$ cat src/rtl/wex_pkg.sv
package wex_pkg;

  localparam int WINDOW      = 256;
  localparam int SAMPLE_BITS = 10;
  localparam int ADDR_W      = $clog2(WINDOW);
  localparam int CNT_W       = $clog2(WINDOW + 1);
  localparam int THR_W       = 14;
  localparam int FREQ_W      = 16;

  localparam logic [FREQ_W-1:0] COUNT_MAX = {FREQ_W{1'b1}};

  typedef logic [SAMPLE_BITS-1:0] sample_t;
  typedef logic [THR_W-1:0]       thr_t;
  typedef logic [FREQ_W-1:0]      freq_t;

  typedef struct packed {
    logic    done;
    sample_t lo;
    sample_t hi;
  } scan_res_t;

  typedef struct packed {
    sample_t window_min;
    sample_t window_max;
    sample_t peak_to_peak;
    thr_t    low_threshold_x10;
    thr_t    high_threshold_x10;
    logic    above_high;
    freq_t   frequency;
  } hyst_res_t;

  function automatic thr_t times_ten(input sample_t v);
    return (thr_t'(v) << 3) + (thr_t'(v) << 1);
  endfunction

  function automatic thr_t times_nine(input sample_t v);
    return (thr_t'(v) << 3) + thr_t'(v);
  endfunction

endpackage

$ cat src/rtl/wex_in_if.sv
interface wex_in_if;
  logic       valid;
  logic       ready;
  logic [9:0] sample;
  logic       gate_end;

  modport source (output valid, output sample, output gate_end, input ready);
  modport sink   (input valid, input sample, input gate_end, output ready);
endinterface

$ cat src/rtl/wex_out_if.sv
interface wex_out_if;
  logic        valid;
  logic        ready;
  logic [9:0]  window_min;
  logic [9:0]  window_max;
  logic [9:0]  peak_to_peak;
  logic [13:0] low_threshold_x10;
  logic [13:0] high_threshold_x10;
  logic        above_high;
  logic [15:0] frequency;

  modport source (output valid, output window_min, output window_max, output peak_to_peak,
                  output low_threshold_x10, output high_threshold_x10, output above_high,
                  output frequency, input ready);
  modport sink   (input valid, input window_min, input window_max, input peak_to_peak,
                  input low_threshold_x10, input high_threshold_x10, input above_high,
                  input frequency, output ready);
endinterface

$ cat src/rtl/wex_scan.sv
module wex_scan (
  input  logic               clk,
  input  logic               rst,
  input  logic               start,
  input  wex_pkg::sample_t   sample,
  output wex_pkg::scan_res_t res
);

  wex_pkg::sample_t ring [wex_pkg::WINDOW];
  wex_pkg::sample_t rd_data;

  logic [wex_pkg::ADDR_W-1:0] write_position;
  logic [wex_pkg::ADDR_W-1:0] addr;
  logic [wex_pkg::CNT_W-1:0]  fill_count;
  logic [wex_pkg::CNT_W-1:0]  fill_next;
  logic [wex_pkg::CNT_W-1:0]  remaining;
  logic                       busy;
  logic                       rd_vld;
  wex_pkg::sample_t           lo;
  wex_pkg::sample_t           hi;

  assign fill_next = (fill_count < wex_pkg::CNT_W'(wex_pkg::WINDOW)) ?
                     fill_count + 1'b1 : fill_count;

  always_ff @(posedge clk) begin
    if (start) begin
      ring[write_position] <= sample;
    end
    rd_data <= ring[addr];
  end

  always_ff @(posedge clk) begin
    if (rst) begin
      write_position <= '0;
      fill_count     <= '0;
      remaining      <= '0;
      busy           <= 1'b0;
      rd_vld         <= 1'b0;
      addr           <= '0;
      lo             <= '0;
      hi             <= '0;
    end else if (start) begin
      fill_count     <= fill_next;
      remaining      <= fill_next;
      addr           <= write_position;
      write_position <= (write_position == wex_pkg::ADDR_W'(wex_pkg::WINDOW - 1)) ?
                        '0 : write_position + 1'b1;
      busy           <= 1'b1;
      rd_vld         <= 1'b0;
      lo             <= '1;
      hi             <= '0;
    end else if (busy) begin
      // issue one read per cycle, walking backward from the newest entry
      if (remaining != '0) begin
        remaining <= remaining - 1'b1;
        addr      <= (addr == '0) ? wex_pkg::ADDR_W'(wex_pkg::WINDOW - 1) : addr - 1'b1;
        rd_vld    <= 1'b1;
      end else begin
        rd_vld <= 1'b0;
      end
      if (rd_vld) begin
        if (rd_data < lo) lo <= rd_data;
        if (rd_data > hi) hi <= rd_data;
      end
      if (remaining == '0 && !rd_vld) begin
        busy <= 1'b0;
      end
    end
  end

  assign res.done = busy && remaining == '0 && !rd_vld;
  assign res.lo   = lo;
  assign res.hi   = hi;

endmodule

$ cat src/rtl/wex_hyst.sv
module wex_hyst (
  input  logic               clk,
  input  logic               rst,
  input  logic               go,
  input  wex_pkg::sample_t   lo,
  input  wex_pkg::sample_t   hi,
  input  wex_pkg::sample_t   sample,
  input  logic               gate,
  output logic               done,
  output wex_pkg::hyst_res_t res
);

  logic             calc;
  logic             gate_q;
  wex_pkg::thr_t    s10;
  wex_pkg::thr_t    low10;
  wex_pkg::thr_t    high10;
  wex_pkg::sample_t lo_q;
  wex_pkg::sample_t hi_q;
  wex_pkg::sample_t span;
  logic             is_above;
  logic             is_above_next;
  wex_pkg::freq_t   crossing_counter;
  wex_pkg::freq_t   crossing_next;
  wex_pkg::freq_t   latched_frequency;

  always_comb begin
    is_above_next = is_above;
    crossing_next = crossing_counter;
    if (!is_above && s10 >= high10) begin
      is_above_next = 1'b1;
      if (crossing_counter != wex_pkg::COUNT_MAX) crossing_next = crossing_counter + 1'b1;
    end else if (is_above && s10 <= low10) begin
      is_above_next = 1'b0;
    end
  end

  always_ff @(posedge clk) begin
    if (go) begin
      lo_q   <= lo;
      hi_q   <= hi;
      span   <= hi - lo;
      low10  <= wex_pkg::times_ten(lo) + wex_pkg::thr_t'(hi - lo);
      high10 <= wex_pkg::times_ten(lo) + wex_pkg::times_nine(hi - lo);
      s10    <= wex_pkg::times_ten(sample);
      gate_q <= gate;
    end
  end

  always_ff @(posedge clk) begin
    if (rst) begin
      calc              <= 1'b0;
      done              <= 1'b0;
      is_above          <= 1'b0;
      crossing_counter  <= '0;
      latched_frequency <= '0;
    end else begin
      calc <= go;
      done <= calc;
      if (calc) begin
        is_above <= is_above_next;
        if (gate_q) begin
          latched_frequency <= crossing_next;
          crossing_counter  <= '0;
        end else begin
          crossing_counter  <= crossing_next;
        end
      end
    end
  end

  assign res.window_min         = lo_q;
  assign res.window_max         = hi_q;
  assign res.peak_to_peak       = span;
  assign res.low_threshold_x10  = low10;
  assign res.high_threshold_x10 = high10;
  assign res.above_high         = is_above;
  assign res.frequency          = latched_frequency;

endmodule

$ cat src/rtl/window_extremes_hysteresis_freq.sv
// Each accepted item is written into the sample ring, which is then scanned serially
// through its single read port over fill_count entries (fill_count <= 256); the input
// waits while a scan runs and until the thresholds and frequency are computed.
// A pending result may sit in the output register while the next item is taken.
// Reset (rst, synchronous): empties the window, clears the flag, counter and frequency.
module window_extremes_hysteresis_freq (
  input  logic clk,
  input  logic rst,
  wex_in_if.sink    sample_ch,
  wex_out_if.source result_ch
);

  typedef enum logic [3:0] {
    S_IDLE = 4'b0001,
    S_SCAN = 4'b0010,
    S_ARM  = 4'b0100,
    S_CALC = 4'b1000
  } state_t;

  state_t             state;
  state_t             state_next;
  logic               accept;
  logic               go;
  logic               hyst_done;
  logic               out_valid;
  logic               gate;
  wex_pkg::sample_t   sample;
  wex_pkg::scan_res_t scan_res;
  wex_pkg::hyst_res_t hyst_res;

  assign sample_ch.ready = state == S_IDLE && !rst;
  assign accept          = sample_ch.valid && sample_ch.ready;
  assign go              = state == S_ARM && (!out_valid || result_ch.ready);

  always_ff @(posedge clk) begin
    if (accept) begin
      sample <= sample_ch.sample[wex_pkg::SAMPLE_BITS-1:0];
      gate   <= sample_ch.gate_end;
    end
  end

  wex_scan u_scan (
    .clk    (clk),
    .rst    (rst),
    .start  (accept),
    .sample (sample_ch.sample[wex_pkg::SAMPLE_BITS-1:0]),
    .res    (scan_res)
  );

  wex_hyst u_hyst (
    .clk    (clk),
    .rst    (rst),
    .go     (go),
    .lo     (scan_res.lo),
    .hi     (scan_res.hi),
    .sample (sample),
    .gate   (gate),
    .done   (hyst_done),
    .res    (hyst_res)
  );

  always_comb begin
    state_next = state;
    case (state)
      S_IDLE:  if (accept) state_next = S_SCAN;
      S_SCAN:  if (scan_res.done) state_next = S_ARM;
      S_ARM:   if (go) state_next = S_CALC;
      S_CALC:  if (hyst_done) state_next = S_IDLE;
      default: state_next = S_IDLE;
    endcase
  end

  always_ff @(posedge clk) begin
    if (rst) begin
      state     <= S_IDLE;
      out_valid <= 1'b0;
    end else begin
      state <= state_next;
      if (hyst_done) begin
        out_valid <= 1'b1;
      end else if (result_ch.ready) begin
        out_valid <= 1'b0;
      end
    end
  end

  assign result_ch.valid              = out_valid;
  assign result_ch.window_min         = hyst_res.window_min;
  assign result_ch.window_max         = hyst_res.window_max;
  assign result_ch.peak_to_peak       = hyst_res.peak_to_peak;
  assign result_ch.low_threshold_x10  = hyst_res.low_threshold_x10;
  assign result_ch.high_threshold_x10 = hyst_res.high_threshold_x10;
  assign result_ch.above_high         = hyst_res.above_high;
  assign result_ch.frequency          = hyst_res.frequency;

  assert property (@(posedge clk) disable iff (rst) accept |=> state == S_SCAN)
    else $error("accepted item did not start a scan");

  assert property (@(posedge clk) disable iff (rst) hyst_done |-> state == S_CALC)
    else $error("threshold result outside its slot");

  assert property (@(posedge clk) disable iff (rst)
                   result_ch.valid |-> result_ch.window_min <= result_ch.window_max)
    else $error("window minimum above maximum");

  assert property (@(posedge clk) disable iff (rst)
                   result_ch.valid |->
                   result_ch.peak_to_peak == result_ch.window_max - result_ch.window_min)
    else $error("span does not match extremes");

endmodule
$ cat src/flat_wrapper.sv
// flat-port wrapper written by rule: the top's interface ports become plain ports
module window_extremes_hysteresis_freq_flat 
  (clk, rst, sample_ch_valid, sample_ch_sample, sample_ch_gate_end, sample_ch_ready, result_ch_valid, result_ch_window_min, result_ch_window_max, result_ch_peak_to_peak, result_ch_low_threshold_x10, result_ch_high_threshold_x10, result_ch_above_high, result_ch_frequency, result_ch_ready);
  wex_in_if sample_ch_i ();
  wex_out_if result_ch_i ();
  input  logic clk;
  input  logic rst;
  input wire logic [$bits(sample_ch_i.valid)-1:0] sample_ch_valid;
  input wire logic [$bits(sample_ch_i.sample)-1:0] sample_ch_sample;
  input wire logic [$bits(sample_ch_i.gate_end)-1:0] sample_ch_gate_end;
  output wire logic [$bits(sample_ch_i.ready)-1:0] sample_ch_ready;
  output wire logic [$bits(result_ch_i.valid)-1:0] result_ch_valid;
  output wire logic [$bits(result_ch_i.window_min)-1:0] result_ch_window_min;
  output wire logic [$bits(result_ch_i.window_max)-1:0] result_ch_window_max;
  output wire logic [$bits(result_ch_i.peak_to_peak)-1:0] result_ch_peak_to_peak;
  output wire logic [$bits(result_ch_i.low_threshold_x10)-1:0] result_ch_low_threshold_x10;
  output wire logic [$bits(result_ch_i.high_threshold_x10)-1:0] result_ch_high_threshold_x10;
  output wire logic [$bits(result_ch_i.above_high)-1:0] result_ch_above_high;
  output wire logic [$bits(result_ch_i.frequency)-1:0] result_ch_frequency;
  input wire logic [$bits(result_ch_i.ready)-1:0] result_ch_ready;
  assign sample_ch_i.valid = sample_ch_valid;
  assign sample_ch_i.sample = sample_ch_sample;
  assign sample_ch_i.gate_end = sample_ch_gate_end;
  assign sample_ch_ready = sample_ch_i.ready;
  assign result_ch_valid = result_ch_i.valid;
  assign result_ch_window_min = result_ch_i.window_min;
  assign result_ch_window_max = result_ch_i.window_max;
  assign result_ch_peak_to_peak = result_ch_i.peak_to_peak;
  assign result_ch_low_threshold_x10 = result_ch_i.low_threshold_x10;
  assign result_ch_high_threshold_x10 = result_ch_i.high_threshold_x10;
  assign result_ch_above_high = result_ch_i.above_high;
  assign result_ch_frequency = result_ch_i.frequency;
  assign result_ch_i.ready = result_ch_ready;
  window_extremes_hysteresis_freq u_core (.clk(clk), .rst(rst), .sample_ch(sample_ch_i), .result_ch(result_ch_i));
endmodule
$ cat config.mk
export PLATFORM = sky130hd
export DESIGN_NAME = window_extremes_hysteresis_freq_flat
export DESIGN_NICKNAME = d
export VERILOG_FILES = /design/src/rtl/wex_pkg.sv /design/src/rtl/wex_in_if.sv /design/src/rtl/wex_out_if.sv /design/src/rtl/wex_scan.sv /design/src/rtl/wex_hyst.sv /design/src/rtl/window_extremes_hysteresis_freq.sv /design/src/flat_wrapper.sv
export SDC_FILE = /design/constraint.sdc
export NUM_CORES = 2
export LEC_CHECK = 0
export BUFFER_PORTS_ARGS = -buffer_cell sky130_fd_sc_hd__buf_2
export CAP_MARGIN = 30
export CORE_UTILIZATION = 35
export DETAILED_ROUTE_END_ITERATION = 6
export HOLD_SLACK_MARGIN = 0.1
export SLEW_MARGIN = 20
export SYNTH_ARGS = -nofsm -noshare
export SYNTH_HDL_FRONTEND = slang
export SYNTH_SLANG_ARGS = --single-unit
$ cat constraint.sdc
create_clock -name clk -period 7.8 [get_ports clk]
set_input_delay 0.78 -clock clk [delete_from_list [all_inputs] [get_ports clk]]
set_output_delay 0.78 -clock clk [all_outputs]
set_load 0.01 [all_outputs]
==> Yosys cells after proc, flatten, opt, wreduce, memory -nomap -nowiden <==
Memories as Yosys holds them, arrays and structs flattened. A register that Yosys moved wholly into a read port is not among the register bits.
Cells that the tools add are included.
{ "classes": {"n_lt_le_gt_ge": 5, "mux": 31, "reduce_logical": 29, "n_addsub": 12, "eq_ne": 10} }
{ "ops": {"columns": ["cell", "n"], "rows": [
  ["$mux W16", 3],
  ["$mux W10", 4],
  ["$mux W8", 5],
  ["$mux W9", 4],
  ["$add A13 B11 Y14", 2],
  ["$add A14 B14 Y14", 2],
  ["$add A16 B1 Y16 const B", 1],
  ["$mux W4", 4],
  ["$ne A16 B16 Y1 const B", 1],
  ["$pmux W4 S4", 1],
  ["$add A13 B10 Y14", 1],
  ["$ge A14 B14 Y1", 1],
  ["$le A14 B14 Y1", 1],
  ["$reduce_bool A2 Y1", 6],
  ["$sub A10 B10 Y11", 1],
  ["$gt A10 B10 Y1", 1],
  ["$lt A10 B10 Y1", 1],
  ["$mux W1", 10],
  ["$sub A10 B10 Y10", 1],
  ["$add A9 B1 Y9 const B", 1],
  ["$logic_not A9 Y1", 1],
  ["$lt A9 B9 Y1 const B", 1],
  ["$reduce_bool A9 Y1", 1],
  ["$sub A9 B1 Y9 const B", 1],
  ["other kinds (17)", 32]
]} }
{ "word_totals": {"output_inout_bits": 77, "in_bits": 15, "mem_count": 1, "ramBits": 2560, "elab_cells": 112, "ff_bits": 180} }
{ "mem_list": {"columns": ["memory", "depth", "width", "rd", "rd_clocked_by_memory_dff", "write_ports", "line_no", "rtl"], "rows": [
  ["u_core.u_scan.ring", 256, 10, 1, 1, 1, "wex_scan.sv:9", "wex_pkg::sample_t ring [wex_pkg::WINDOW];"]
]} }

==> Depth between registers and ports, before layout <==
{ "depth": {"ltp_word": 5, "ltp_mapped": 19, "ltp_nobuf": 19} }

==> Cells and area by module <==
From an unflattened synthesis, not the netlist that was laid out.
{ "hier_totals": {"cells_unflattened": 5888, "hier_area_um2": 110554.8} }
{ "modules_own_cells": {"columns": ["mod", "n_inst", "cells_per_inst", "area_each_um2"], "rows": [
  ["wex_scan", 1, 5183, 103187.7],
  ["wex_hyst", 1, 660, 6735.2],
  ["window_extremes_hysteresis_freq", 1, 45, 631.9]
]} }

==> Least setup slack after synthesis <==
Ideal clock, no wire load.
{ "synth_path": {"kind": "reg2reg", "from": "register u_core.u_scan.lo[1]", "to": "register u_core.u_hyst.high10[13] (data pin)", "arrival_ps": 3743, "period_less_slack_ps": 4000, "setup_time_ps": 258, "slack_ps": 3800, "path_stages_with_launch": 16, "cell_sequence": "dfxtp_1 -> inv_1 -> ha_1 -> nor2b_1 -> o21ai_0 -> a21boi_0 -> o21ai_0 -> a21oi_1 -> or2_2 -> xor2_1 -> fa_1 -> ha_1 -> o41ai_1 -> o21ai_0 -> o41a_1 -> xnor2_1"} }
{ "synth_between": {"elab_chain_len": 3} }
{ "synth_rtl": {"columns": ["item", "line_no", "rtl"], "rows": [
  ["start: declaration", "wex_scan.sv:19", "wex_pkg::sample_t lo;"],
  ["start signal: assignment", "wex_scan.sv:62", "if (rd_data < lo) lo <= rd_data;"],
  ["$sub A10 B10 Y10", "wex_hyst.sv:44", "high10 <= wex_pkg::times_ten(lo) + wex_pkg::times_nine(hi - lo);"],
  ["$add A13 B10 Y14", "wex_pkg.sv:37", "return (thr_t'(v) << 3) + thr_t'(v);"],
  ["$add A14 B14 Y14 *", "wex_hyst.sv:44", null],
  ["end signal: assignment", "wex_hyst.sv:44", null],
  ["end: declaration", "wex_hyst.sv:17", "wex_pkg::thr_t high10;"]
]} }
Every way passes the cells marked *; elsewhere a longest branch is shown, timed or not.
A chain may end at the register's enable or synchronous reset.

==> Worst setup path in the final report <==
Ends and elaborated chain as after synthesis.

==> flow_summary_export.csv <==
group,metric,value,unit
cts,holdBufCountCts,0,
floorplanning,rows,205,
power_and_ir_drop,combPwrFrac,0.142,
sta,max_freq,212,MHz
critical_path,cp.arrival,5.30,ns
sta,min_period,4.72,ns
cts,cts_root_buffer,"clkbuf_16",
global_routing,grt.overflow.total,0,
cts,cts_tree,"yes",
placement,dp_hpwl,192,mm
logic_synthesis,synth_ff_type,"edfxtp_1",
status,status,"finished, violations left",
cts,clk_latency,0.89,ns
floorplanning,ios,92,
placement,place_inst,9959,
power_and_ir_drop,p_sw_frac,0.258,
sta,drv_slew,0,
logic_synthesis,synth.distinct_cells,90,
floorplanning,core_area,0.312,sq mm
power_and_ir_drop,power.density,280,mW/mm^2
logic_synthesis,syn_nets,6002,
critical_path,path_max_fanout,5,
power_and_ir_drop,pwr-share-seq,0.469,
cts,cts_buffers,284,
final_layout,layout.cells.non_filler,10600,
cts,clk_path_buf_depth,4,
critical_path,end_kind,"flop",
placement,gp_routability_congestion,0.876,
final_layout,most-common-layout-cells,"2639 x edfxtp_1, 529 x mux4_2, 400 x nor2_1",
global_routing,grt_max_degree,171,
hold_path,worstHoldPathType,"in -> reg",
route,drt_first_iter_violations,8356,
final_layout,fin_area,0.126,sq mm
sta,report.final.setup_viol,0,
floorplanning,die_x,562,microns
sta,rsz0062_at_grt,"false",
critical_path,crit_type,"reg -> reg",
placement,pre_cts_ws,3.16,ns
power_and_ir_drop,leakage,39.3,nW
run,max-cap-violations,0,
final_layout,nNetsFinal,6360,
cts,path_clk_slew,0.06,ns
route,vias_per_cell,5.68,
sta,fin_setup_tns,0,ns
global_routing,grt_pass1_wl,444,mm
route,drc,1,
power_and_ir_drop,p_int,26.1,mW
status,violations,"DRC",
floorplanning,die_h,562,microns
cts,cts.repair.resized,0,
logic_synthesis,ys_async_sr_fraction,0,
route,wl_per_cell,29.8,microns
logic_synthesis,synth_area,0.110,sq mm
sta,whs,0.170,ns
placement,io_buffers,91,
power_and_ir_drop,p_sw,9.08,mW
final_layout,syn_to_final_growth,14.6,%
sta,max_slew.worst_pin.slew,1.22,ns
cts,post_cts_buffers,0,
logic_synthesis,synth_enable_flop_cells,2639,
sta,fin_crit_sh,0.605,
route,drtPass1Iterations,7,
sta,fin_skew,0.0789,ns
route,vias,60200,
placement,place_area,0.116,sq mm
cts,clock-sinks,2745,
sta,hold_viol_final,0,
sta,relSlewSlack,0.188,
sta,layout_setup_ws,3.08,ns
route,wirelength,316,mm
floorplanning,dieArea,0.316,sq mm
global_routing,grt_pass1_vias,58300,
route,ant_nets,0,
logic_synthesis,ys_ff_latch,2745,
power_and_ir_drop,pwr-share-clk,0.389,
final_layout,final_common_cell,"edfxtp_1",
cts,h-tree-depth,5,
logic_synthesis,synthCells,5871,
logic_synthesis,avgSynthCellArea,18.7,sq um
floorplanning,initial_core_util,0.352,
logic_synthesis,ys_seq_area_frac,0.740,
critical_path,crit_required,8.38,ns
power_and_ir_drop,vdd_ir_drop_max,0.000202,V
global_routing,antenna_found_initial,8,
final_layout,drive_gt1_frac,0.228,
logic_synthesis,yosysWarnings,0,
global_routing,grt_usage,0.195,
critical_path,cp-start-kind,"flop",
Yosys cell counts, types with 90 or more instances:
library cell | instances | share of area
a21oi_1 | 121 | 0.0055
a22oi_1 | 94 | 0.0064
buf_2 | 90 | 0.0041
clkbuf_1 | 139 | 0.0047
dfxtp_1 | 106 | 0.019
edfxtp_1 | 2639 | 0.72
ha_1 | 104 | 0.012
inv_1 | 105 | 0.0036
mux2i_1 | 185 | 0.017
mux4_2 | 529 | 0.11
nand2_1 | 227 | 0.0078
nand3_1 | 105 | 0.0048
nor2_1 | 407 | 0.014
o21ai_0 | 113 | 0.0051
final timing paths:
check	start	to	slack, ns	cells past startpoint
worst min register to register	u_core.gate	u_core.u_hyst.gate_q	0.43	0
worst max-delay path	u_core.u_scan.lo[1]	u_core.u_hyst.high10[13]	3.08	15
worst max register to register	u_core.u_scan.lo[1]	u_core.u_hyst.high10[13]	3.08	15
worst min-delay path	sample_ch_gate_end	u_core.gate	0.17	1
worst max-delay path: stages, from the launching register on:
cell	delay (ns)
dfxtp_1	0.41
inv_1	0.17
ha_1	0.30
nor2b_1	0.13
o21ai_0	0.23
a21boi_0	0.16
o21ai_0	0.23
a21oi_1	0.12
or2_2	0.32
xor2_1	0.37
fa_1	0.50
ha_1	0.23
o41ai_1	0.57
o21ai_0	0.24
o41a_1	0.36
xnor2_1	0.13
through the flow:
stage                     utilization  power [mW]
after CTS                       0.400        35.3
after global placement          0.369        21.8
final                           0.403        35.2
after detailed placement        0.371        21.8
after global routing            0.403        36.1
after floorplan                     -        19.8
logic make-up after synthesis:
logic type,Yosys count,share of synthesized area
flip-flops,2745,0.740
AND/OR/NAND/NOR,964,0.0392
multiplexers,790,0.133
AO/OA/AOI/OAI,755,0.0477
buffers and inverters,440,0.0207
adder cells (fa/ha/maj),116,0.0140
XOR/XNOR,61,0.00486
routing by layer:
layer | wire length [microns] | track usage
met1 | 128000 | 0.272
met2 | 145000 | 0.304
met3 | 31900 | 0.0425
met4 | 10900 | 0.0635
met5 | 23 | 0
power by group through the flow:
stage	logic, mW	registers (mW)	clock network (mW)
6_report	5.01	16.5	13.7
4_1_cts	4.98	16.5	13.8
3_3_place_gp	4.95	16.8	0
5_1_grt	5.25	16.5	14.4
3_5_place_dp	4.97	16.8	0
2_1_floorplan	3.14	16.7	0
cell type report:
cell class                 count  area, sq um
inverter                     111          423
sequential                  2745        81400
clock buffer                 361         7730
timing repair buffer         401         3140
fill                       27500       186000
multi-input combinational   2686        26500
antenna                        9         22.5
tap                         4140         5180
clock inverter               134         1510
flip-flops by register name, indices dropped and copies added, names as in the netlist, 11 cells and up:
name                             flops
u_core.u_scan.ring                2560
u_core.u_hyst.crossing_counter      16
u_core.u_hyst.s10                   13
u_core.u_hyst.high10                11
u_core.u_hyst.latched_frequency     16
u_core.u_hyst.low10                 14
Power figures use the tool's default switching activity.
